### config.mk
export PLATFORM = sky130hd
export DESIGN_NAME = ascii85_stream_encoder
export DESIGN_NICKNAME = d
export VERILOG_FILES = /design/src/rtl/a85_pkg.sv /design/src/rtl/ascii85_stream_encoder.sv /design/src/rtl/a85_front.sv /design/src/rtl/a85_fifo.sv /design/src/rtl/a85_back.sv
export VERILOG_INCLUDE_DIRS = /design/src /design/src/rtl
export SDC_FILE = /design/constraint.sdc
export NUM_CORES = 1
export LEC_CHECK = 0
export BUFFER_PORTS_ARGS = -buffer_cell sky130_fd_sc_hd__buf_4
export CAP_MARGIN = 10
export CORE_MARGIN = 1.5
export CORE_UTILIZATION = 60
export CTS_BUF_LIST = sky130_fd_sc_hd__clkbuf_8
export DETAILED_ROUTE_END_ITERATION = 8
export PLACE_DENSITY_LB_ADDON = 0.2
export SLEW_MARGIN = 20
export SYNTH_ARGS = -nofsm -noshare
export SYNTH_HDL_FRONTEND = slang
export SYNTH_SLANG_ARGS = --single-unit
### constraint.sdc
create_clock -name clk -period 8.6 [get_ports clk]
set_clock_uncertainty 0.1 [all_clocks]
set_input_delay 1.29 -clock clk [delete_from_list [all_inputs] [get_ports clk]]
set_output_delay 1.29 -clock clk [all_outputs]
set_load 0.005 [all_outputs]
### src/rtl/ascii85_stream_encoder_defines.svh
// Assertion macros for the ASCII85 stream encoder.
// With SYNTHESIS defined, every macro expands to nothing.
`ifndef ASCII85_STREAM_ENCODER_DEFINES_SVH
`define ASCII85_STREAM_ENCODER_DEFINES_SVH

`ifndef SYNTHESIS

// Same-cycle implication.
`define A85_ASSERT_IMPLY(label, clk, rst, cond, prop) \
  label: assert property (@(posedge clk) disable iff (rst) (cond) |-> (prop)) \
    else $error("a85 same-cycle check failed");

// Next-cycle implication.
`define A85_ASSERT_NEXT(label, clk, rst, cond, prop) \
  label: assert property (@(posedge clk) disable iff (rst) (cond) |=> (prop)) \
    else $error("a85 next-cycle check failed");

`else

`define A85_ASSERT_IMPLY(label, clk, rst, cond, prop)
`define A85_ASSERT_NEXT(label, clk, rst, cond, prop)

`endif

`endif

### src/rtl/a85_pkg.sv
package a85_pkg;

  // Encoding constants
  localparam logic [6:0] A85_OFFSET = 7'd33;
  localparam logic [6:0] A85_Z_CHAR = 7'd122;
  localparam logic [6:0] A85_MAX_DIGIT_CHAR = 7'd117;

  // Reciprocal of 85 for 32-bit dividends: q = (v * A85_RECIP) >> A85_RECIP_SHIFT
  localparam logic [31:0] A85_RECIP = 32'hC0C0C0C1;
  localparam int A85_RECIP_SHIFT = 38;
  localparam int A85_QUOT_W = 26;

  localparam int A85_DIGITS = 5;

  // One group to encode, handed from the front to the back
  typedef struct packed {
    logic [31:0] value;   // zero padded group, big endian
    logic [2:0]  ndig;    // characters to emit, 2..5
    logic        zero;    // full zero group: emit a single 'z'
  } a85_job_t;

  // Queue status seen by the front and the back
  typedef struct packed {
    logic full;
    logic empty;
  } a85_qstat_t;

endpackage

### src/rtl/ascii85_stream_encoder.sv
// Channel   Handshake         Payload
// input     push / full       data_byte[7:0], final_byte
// result    empty / pop       out_char[6:0], run_end
//
// A byte is classified in its transfer cycle; a byte that completes or ends a
// group queues one job. The back unit divides a non-zero job by 85 five times
// (reciprocal multiply, then remainder); a zero group skips it. The emitter
// sends one character per cycle while pop keeps up, from its own buffer while
// the next group divides. Reset (rst, synchronous) empties the queue, the held
// group and the output register. full follows the job queue only.
`include "ascii85_stream_encoder_defines.svh"

module ascii85_stream_encoder #(
  parameter int QUEUE_DEPTH = 2
) (
  input  logic       clk,
  input  logic       rst,
  input  logic       push,
  output logic       full,
  input  logic [7:0] data_byte,
  input  logic       final_byte,
  output logic       empty,
  input  logic       pop,
  output logic [6:0] out_char,
  output logic       run_end
);
  import a85_pkg::*;

  a85_job_t   wr_job;
  a85_job_t   rd_job;
  a85_qstat_t qstat;
  logic       job_wr;
  logic       job_rd;

  // Front: group assembly and classification
  a85_front u_front (
    .clk        (clk),
    .rst        (rst),
    .push       (push),
    .full       (full),
    .data_byte  (data_byte),
    .final_byte (final_byte),
    .qstat      (qstat),
    .job_wr     (job_wr),
    .job        (wr_job)
  );

  // Job queue between the two sides
  a85_fifo #(
    .DEPTH (QUEUE_DEPTH)
  ) u_fifo (
    .clk    (clk),
    .rst    (rst),
    .wr     (job_wr),
    .wr_job (wr_job),
    .rd     (job_rd),
    .rd_job (rd_job),
    .qstat  (qstat)
  );

  // Back: digit generation and character output
  a85_back u_back (
    .clk      (clk),
    .rst      (rst),
    .job      (rd_job),
    .qstat    (qstat),
    .job_rd   (job_rd),
    .pop      (pop),
    .empty    (empty),
    .out_char (out_char),
    .run_end  (run_end)
  );

  // Checks
  `A85_ASSERT_IMPLY(a_no_write_when_full, clk, rst, job_wr, !qstat.full)
  `A85_ASSERT_IMPLY(a_char_range, clk, rst, !empty, (out_char >= A85_OFFSET) &&
    ((out_char <= A85_MAX_DIGIT_CHAR) || (out_char == A85_Z_CHAR)))
  `A85_ASSERT_IMPLY(a_z_ends_run, clk, rst, !empty && (out_char == A85_Z_CHAR), run_end)
  `A85_ASSERT_NEXT(a_queue_has_job, clk, rst, job_wr && qstat.empty && !job_rd, !qstat.empty)

endmodule

### src/rtl/a85_front.sv
module a85_front (
  input  logic              clk,
  input  logic              rst,
  input  logic              push,
  output logic              full,
  input  logic [7:0]        data_byte,
  input  logic              final_byte,
  input  a85_pkg::a85_qstat_t qstat,
  output logic              job_wr,
  output a85_pkg::a85_job_t job
);
  import a85_pkg::*;

  logic [23:0] group_bytes;
  logic [1:0]  bytes_held;
  logic        take;
  logic [31:0] padded;

  assign full = qstat.full;
  assign take = push && !qstat.full;

  // Zero-padded value of the partial group ending with this byte
  always_comb begin
    case (bytes_held)
      2'd0:    padded = {data_byte, 24'h000000};
      2'd1:    padded = {group_bytes[7:0], data_byte, 16'h0000};
      2'd2:    padded = {group_bytes[15:0], data_byte, 8'h00};
      default: padded = {group_bytes, data_byte};
    endcase
  end

  // Classify the byte: full group, flushed partial group, or held
  always_comb begin
    job.value = padded;
    if (bytes_held == 2'd3) begin
      job.ndig = 3'd5;
      job.zero = (padded == 32'h0);
    end else begin
      job.ndig = {1'b0, bytes_held} + 3'd2;
      job.zero = 1'b0;
    end
    job_wr = take && ((bytes_held == 2'd3) || final_byte);
  end

  // Group assembly
  always_ff @(posedge clk) begin
    if (rst) begin
      group_bytes <= '0;
      bytes_held  <= '0;
    end else if (take) begin
      if ((bytes_held == 2'd3) || final_byte) begin
        group_bytes <= '0;
        bytes_held  <= '0;
      end else begin
        group_bytes <= {group_bytes[15:0], data_byte};
        bytes_held  <= bytes_held + 2'd1;
      end
    end
  end

endmodule

### src/rtl/a85_fifo.sv
module a85_fifo #(
  parameter int DEPTH = 2
) (
  input  logic                clk,
  input  logic                rst,
  input  logic                wr,
  input  a85_pkg::a85_job_t   wr_job,
  input  logic                rd,
  output a85_pkg::a85_job_t   rd_job,
  output a85_pkg::a85_qstat_t qstat
);
  import a85_pkg::*;

  localparam int PW = (DEPTH > 1) ? $clog2(DEPTH) : 1;
  localparam int CW = $clog2(DEPTH + 1);
  localparam logic [PW-1:0] LAST = PW'(DEPTH - 1);
  localparam logic [CW-1:0] FULL_COUNT = CW'(DEPTH);

  a85_job_t      slots [DEPTH];
  logic [PW-1:0] wr_ptr;
  logic [PW-1:0] rd_ptr;
  logic [CW-1:0] count;
  logic          do_wr;
  logic          do_rd;

  assign qstat.full  = (count == FULL_COUNT);
  assign qstat.empty = (count == '0);
  assign do_wr = wr && !qstat.full;
  assign do_rd = rd && !qstat.empty;
  assign rd_job = slots[rd_ptr];

  // Slot storage
  always_ff @(posedge clk) begin
    if (do_wr) begin
      slots[wr_ptr] <= wr_job;
    end
  end

  // Pointers and fill count
  always_ff @(posedge clk) begin
    if (rst) begin
      wr_ptr <= '0;
      rd_ptr <= '0;
      count  <= '0;
    end else begin
      if (do_wr) begin
        wr_ptr <= (wr_ptr == LAST) ? '0 : wr_ptr + PW'(1);
      end
      if (do_rd) begin
        rd_ptr <= (rd_ptr == LAST) ? '0 : rd_ptr + PW'(1);
      end
      if (do_wr && !do_rd) begin
        count <= count + CW'(1);
      end else if (do_rd && !do_wr) begin
        count <= count - CW'(1);
      end
    end
  end

endmodule

### src/rtl/a85_back.sv
module a85_back (
  input  logic                clk,
  input  logic                rst,
  input  a85_pkg::a85_job_t   job,
  input  a85_pkg::a85_qstat_t qstat,
  output logic                job_rd,
  input  logic                pop,
  output logic                empty,
  output logic [6:0]          out_char,
  output logic                run_end
);
  import a85_pkg::*;

  localparam logic [1:0] D_IDLE = 2'd0;
  localparam logic [1:0] D_MUL  = 2'd1;
  localparam logic [1:0] D_SUB  = 2'd2;
  localparam logic [1:0] D_DONE = 2'd3;

  // Divider state
  logic [1:0]            dstate;
  logic [31:0]           value;
  logic [A85_QUOT_W-1:0] quot;
  logic [2:0]            step;
  logic [2:0]            ndig;
  logic [6:0]            dig [A85_DIGITS];

  // Emitter state
  logic [6:0]            ebuf [A85_DIGITS];
  logic [2:0]            remain;
  logic                  out_valid;

  logic [63:0]           product;
  logic [6:0]            q_lo;
  logic [6:0]            q85_lo;
  logic [6:0]            rem_lo;
  logic                  handoff;
  logic                  emit;

  assign job_rd  = (dstate == D_IDLE) && !qstat.empty;
  assign handoff = (dstate == D_DONE) && (remain == 3'd0);
  assign emit    = (remain != 3'd0) && (!out_valid || pop);
  assign empty   = !out_valid;

  // Quotient by reciprocal, remainder from the low bits only (it is below 85)
  assign product = {32'h0, value} * {32'h0, A85_RECIP};
  assign q_lo    = quot[6:0];
  assign q85_lo  = 7'({q_lo, 6'b0}) + 7'({q_lo, 4'b0}) + 7'({q_lo, 2'b0}) + q_lo;
  assign rem_lo  = value[6:0] - q85_lo;

  // Divider sequencer: five divide-by-85 steps (multiply, then remainder), LSB digit first
  always_ff @(posedge clk) begin
    if (rst) begin
      dstate <= D_IDLE;
      step   <= '0;
    end else begin
      case (dstate)
        D_IDLE: begin
          if (job_rd) begin
            step <= '0;
            dstate <= job.zero ? D_DONE : D_MUL;
          end
        end
        D_MUL: begin
          dstate <= D_SUB;
        end
        D_SUB: begin
          if (step == 3'(A85_DIGITS - 1)) begin
            dstate <= D_DONE;
          end else begin
            step   <= step + 3'd1;
            dstate <= D_MUL;
          end
        end
        default: begin
          if (handoff) begin
            dstate <= D_IDLE;
          end
        end
      endcase
    end
  end

  // Divider datapath; each new digit enters at the head, so the most
  // significant one ends up in slot 0
  always_ff @(posedge clk) begin
    case (dstate)
      D_IDLE: begin
        if (job_rd) begin
          value <= job.value;
          ndig  <= job.zero ? 3'd1 : job.ndig;
          if (job.zero) begin
            dig[0] <= A85_Z_CHAR;
          end
        end
      end
      D_MUL: begin
        quot <= product[A85_RECIP_SHIFT +: A85_QUOT_W];
      end
      D_SUB: begin
        value <= {{(32 - A85_QUOT_W){1'b0}}, quot};
        for (int k = 0; k < A85_DIGITS - 1; k++) begin
          dig[k+1] <= dig[k];
        end
        dig[0] <= rem_lo + A85_OFFSET;
      end
      default: begin
      end
    endcase
  end

  // Emitter buffer: most significant character at the head
  always_ff @(posedge clk) begin
    if (handoff) begin
      ebuf <= dig;
    end else if (emit) begin
      for (int k = 0; k < A85_DIGITS - 1; k++) begin
        ebuf[k] <= ebuf[k+1];
      end
    end
  end

  // Emitter control and output register
  always_ff @(posedge clk) begin
    if (rst) begin
      remain    <= '0;
      out_valid <= 1'b0;
    end else begin
      if (handoff) begin
        remain <= ndig;
      end else if (emit) begin
        remain <= remain - 3'd1;
      end
      if (emit) begin
        out_valid <= 1'b1;
      end else if (pop) begin
        out_valid <= 1'b0;
      end
    end
  end

  always_ff @(posedge clk) begin
    if (emit) begin
      out_char <= ebuf[0];
      run_end  <= (remain == 3'd1);
    end
  end

endmodule

Word level (Yosys, flattened, before mapping)
Memories as Yosys holds them, arrays and structs flattened. A register that Yosys moved wholly into a read port is not among the register bits.
Index checks and enable logic that the tools add are counted.
{ "op_classes": {"n_mul": 1, "n_mux": 31, "n_addsub": 13, "eq_ne": 12, "reduce_logical": 32} }
{ "op_table": {"columns": ["cell", "count"], "rows": [
  ["32-bit case mux with 3 select lines", 1],
  ["32-bit by 32-bit multiplier with 64-bit output, second input constant", 1],
  ["32-bit case mux with 2 select lines", 1],
  ["28-bit two-way mux", 2],
  ["32-bit logical NOT", 1],
  ["32-bit two-way mux", 1],
  ["24-bit two-way mux", 1],
  ["7-bit adder", 3],
  ["2-bit two-way mux", 7],
  ["7-bit two-way mux", 2],
  ["7-bit case mux with 2 select lines", 1],
  ["3-bit two-way mux", 4],
  ["2-bit equality test, second input constant", 5],
  ["1-bit logical AND", 9],
  ["1-bit two-way mux", 8],
  ["2-bit nonzero test", 4],
  ["7-bit by 6-bit adder with 7-bit output, second input constant", 1],
  ["7-bit subtractor", 1],
  ["2-bit logical NOT", 3],
  ["2-bit case mux with 3 select lines", 1],
  ["3-bit case mux with 2 select lines", 1],
  ["2-bit AND reduction", 3],
  ["3-bit AND reduction", 2],
  ["1-bit logical NOT", 5],
  ["16 further kinds", 21]
]} }
{ "word_totals": {"mem_bits_rw": 72, "word_cells": 114, "memories": 1, "in_bits": 13, "regBits": 178, "out_inout_bits": 10} }
{ "mem_list": {"columns": ["memory", "depth", "word_bits", "rd", "rd_clocked_by_memory_dff", "write_ports", "line", "source"], "rows": [
  ["u_fifo.slots", 2, 36, 1, 1, 1, "a85_fifo.sv:19", "a85_job_t slots [DEPTH];"]
]} }

Depth between registers and ports, before layout
{ "logic_depth": {"depth_word": 9, "mapped_depth": 23, "depth_no_buf": 22} }

Cells and area by module
A second synthesis with hierarchy kept.
{ "unflattened": {"cells_unflattened": 1794, "hier_area_um2": 20465.9} }
{ "by_module_without_submodules": {"columns": ["module", "seq_area_each_um2", "area_per_inst_um2", "instances", "cells_per_inst"], "rows": [
  ["a85_back", 4354.2, 16109.2, 1, 1464],
  ["a85_fifo", 2262.2, 2807.7, 1, 137],
  ["a85_front", 520.5, 1549.0, 1, 193]
]} }

Worst setup path before layout
Ideal clock, no wire load.
{ "synth_path": {"path_kind": "reg-to-reg", "startpoint": "register u_back.value[8]", "endpoint": "register u_back.quot[25] (data pin)", "stages_incl_launch_ff": 24, "setup_slack_ns": 2.219, "t_arrival_ns": 6.021, "period_less_slack_ns": 6.381, "setup_time_ns": 0.260, "cell_sequence": "edfxtp_1 > ha_1 > ha_1 > inv_1 > fa_1 > inv_1 > fa_1 > inv_1 > fa_1 > fa_1 > fa_1 > inv_1 > ha_1 > ha_1 > buf_6 > inv_1 > nor4_2 > and4_1 > a2111oi_2 > a2111oi_2 > a211oi_4 > o21ai_2 > a21oi_2 > xnor2_1"} }
{ "synth_between": {"elab_chain_len": 1} }
{ "synth_lines": {"columns": ["element", "line", "source"], "rows": [
  ["start, declared", "a85_back.sv:21", "logic [31:0] value;"],
  ["start signal, assigned", "a85_back.sv:89", "value <= job.value;"],
  ["start signal, assigned", "a85_back.sv:100", "value <= {{(32 - A85_QUOT_W){1'b0}}, quot};"],
  ["32-bit by 32-bit multiplier with 64-bit output", "a85_back.sv:45", "assign product = {32'h0, value} * {32'h0, A85_RECIP};"],
  ["via u_back.product[63]", "a85_back.sv:32", "logic [63:0] product;"],
  ["end signal, assigned", "a85_back.sv:97", "quot <= product[A85_RECIP_SHIFT +: A85_QUOT_W];"],
  ["end, declared", "a85_back.sv:22", "logic [A85_QUOT_W-1:0] quot;"]
]} }
The timed path passes the listed nets, and every way through them passes these cells.
A chain may end at the register's enable or synchronous reset.

Worst setup path after layout
{ "layout_path": {"startpoint": "register u_back.value[6]", "endpoint": "register u_back.quot[22] (data pin)"} }
The elaborated chain is that of the path after synthesis.

==> flow_summary.toml <==
[logic_synthesis]
synth_top_cells_by_count = "376 x inv_1, 340 x ha_1, 216 x nand2_1"
synth_warnings = 0
seq_area_frac_synth_pct = 34.7
yosysTopAreaCellShare_pct = 30.8
synth_fp_nets = 2410
yosys-top-cells-area = "edfxtp_1 31%, ha_1 21%, fa_1 17%, inv_1 6.9%, nand2_1 3.9%"
syn_inst = 1883
synth.distinct_cells = 80
synth_flop_cell = "edfxtp_1"
ys_ff_latch = 251
yosysTopAreaCell = "edfxtp_1"
avgSynthCellArea_um2 = 10.9
syn_area_um2 = 20600
synthMostInstantiatedCell = "inv_1"
async_flop_share_pct = 0
synth-edff-count = 211

[placed_design]
place_congestion = 0.993
dp_hpwl_um = 38300
placed_area_um2 = 21200
place_inst = 2318
io_buffer_count = 22

[cells_and_area]
layout.nets = 2441
layout-drive-gt1-share_pct = 6.23
instances_no_fill = 2389
synthToLayoutAreaGrowth_pct = 6.67
fin_area_um2 = 22000
n_antenna_cell = 0

[global_route]
grt_pass1_wl_um = 73900
antenna_found_initial = 0
track_usage_pct = 27.5
grt_pass1_vias = 13600
grt_max_degree = 99
overflow = 0

[critical_path]
reg2reg_to = "u_back.quot[22]"
reg2reg_from = "u_back.value[6]"
critPathSlowestCell = "o31ai_2"
crit_cells = 21
critPathMaxStageDelay_ps = 630
critPathRequiredTime_ps = 8800
crit_top_cell = "fa_1"
cp_max_fo = 5
cp-end-kind = "flip-flop"
critPathTopFamily = "adder cells"
crit_type = "reg2reg"
path_buf_inv = 4
arrival_ps = 7320
start_kind = "flip-flop"
path_cells = "ha_1 > ha_1 > inv_1 > fa_1 > inv_1 > fa_1 > inv_1 > fa_1 > fa_1 > fa_1 > inv_1 > ha_1 > ha_1 > o21a_1 > o21ai_0 > o221ai_2 > o31ai_2 > o31ai_4 > a211oi_1 > o21ai_1 > xor2_1"
ff2ff_setup_slack_ps = 1480
reg2regPathDepth = 21

[die]
start_util_pct = 61.2
row_count = 67
coreArea_um2 = 33600
fp.dieArea_um2 = 35400
fp.dieH_um = 188
io_pins = 23
die_x_um = 188

[clocking]
root_buffer = "clkbuf_8"
cts_setup_buffers = 0
cts_hold_buffers = 0
cts_tree = "done"
clk_pin_slew_ps = 60
cts_buffers = 42
cts_resized = 0
clock_path_buffers = 3
cts_max_level = 2
cts_sinks = 251
worstSkewPairLatency_ps = 570

[timing]
fmax_mhz = 141
slew_viol_final = 0
rsz0062_at_grt = "no"
setup_tns_ps = 0
finalCriticalPeriod_ps = 7120
post-route-period-util_pct = 82.7
worst_slew_pin_slew_ps = 1010
setup_violations = 0
hold_viol_final = 0
relSlewSlack_pct = 32.5

[run]
cap_violations = 0

[route]
routedWlPerCell_um = 19.6
first_pass_iters = 6
antenna_left = 0
drt_iter0_drc = 874
vias_per_cell = 5.57
drcViolationCount = 0
wl_um = 46900
vias = 13300

[worst_hold_path]
hold_end = "u_back.out_char[2]"
timing.hold.worst.start = "u_back.ebuf[30]"
whs_path_depth = 0
hold_path_class = "reg2reg"

[outcome]
status = "finished, final reports clean"
## sequential cells by signal, summed over array words and instances, names as in the netlist, 2 cells and up, named ones only
signal and count:
u_fifo.slots 72, u_back.dig 35, u_back.ebuf 35, u_back.value 32
u_back.quot 26, u_front.group_bytes 24, u_back.out_char 7, u_back.ndig 3
u_back.remain 3, u_back.step 3, u_back.dstate 2, u_fifo.count 2
u_front.bytes_held 2
## area by class of cell
| class | instances | area [µm²] |
|---|---|---|
| multi-input cells | 1209 | 11800 |
| inverters | 377 | 1420 |
| clock inverters | 27 | 149 |
| flip-flops and latches | 251 | 7140 |
| fillers | 2704 | 11700 |
| repair buffers | 33 | 248 |
| clock buffers | 44 | 606 |
| well taps | 448 | 561 |
## metrics by stage
| step | hold WS, ps | setup slack (ps) | util (%) |
|---|---|---|---|
| 2_1_floorplan | 300 | 2220 | - |
| 5_1_grt | 327 | 1160 | 65.3 |
| 3_5_place_dp | 307 | 1580 | 63.1 |
| 6_report | 319 | 1480 | 65.3 |
| 4_1_cts | 320 | 1550 | 65.3 |
| 3_3_place_gp | 302 | 1600 | 63.1 |
## cell usage in the layout, fill, tap and decap left out, types with 39 or more instances in the layout
master,Yosys,final
inv_1,376,390
ha_1,340,339
nand2_1,216,216
edfxtp_1,211,211
fa_1,174,174
a21oi_1,83,83
o21ai_0,61,60
mux2i_1,45,45
clkbuf_8,1,44
nor2_1,43,42
dfxtp_1,40,39
## cell families (layout without fill, tap and decap cells)
kind of cell / count (synthesis) / in the layout / synth area share [%]
XOR/XNOR: 48 / 48 / 2.04
flip-flops: 251 / 251 / 34.7
buffers and inverters: 423 / 481 / 7.87
AO/OA/AOI/OAI: 243 / 243 / 7.65
AND/OR/NAND/NOR: 358 / 358 / 7.93
adder cells (fa/ha/maj): 514 / 514 / 37.6
multiplexers: 46 / 46 / 2.24
## worst max-delay path by stage
stage	from	to	slack, ps
floorplan	u_back.value[8]	u_back.quot[25]	2220
global placement	u_back.value[8]	u_back.quot[25]	1600
detailed placement	u_back.value[6]	u_back.quot[22]	1580
CTS	u_back.value[6]	u_back.quot[22]	1550
global route	u_back.value[6]	u_back.quot[22]	1160
finish	u_back.value[6]	u_back.quot[22]	1480
## layer usage
metal	track usage, %	vias to the layer above	wire length (µm)
met5	0	-	0
met3	4.92	75	2610
li1	-	6364	-
met4	9.17	0	1510
met1	37.4	6529	20600
met2	44.8	332	22200
Power is left out: the tool's default activity adds up to more than one toggle a clock period on the data nets, which glitch-free logic cannot reach.
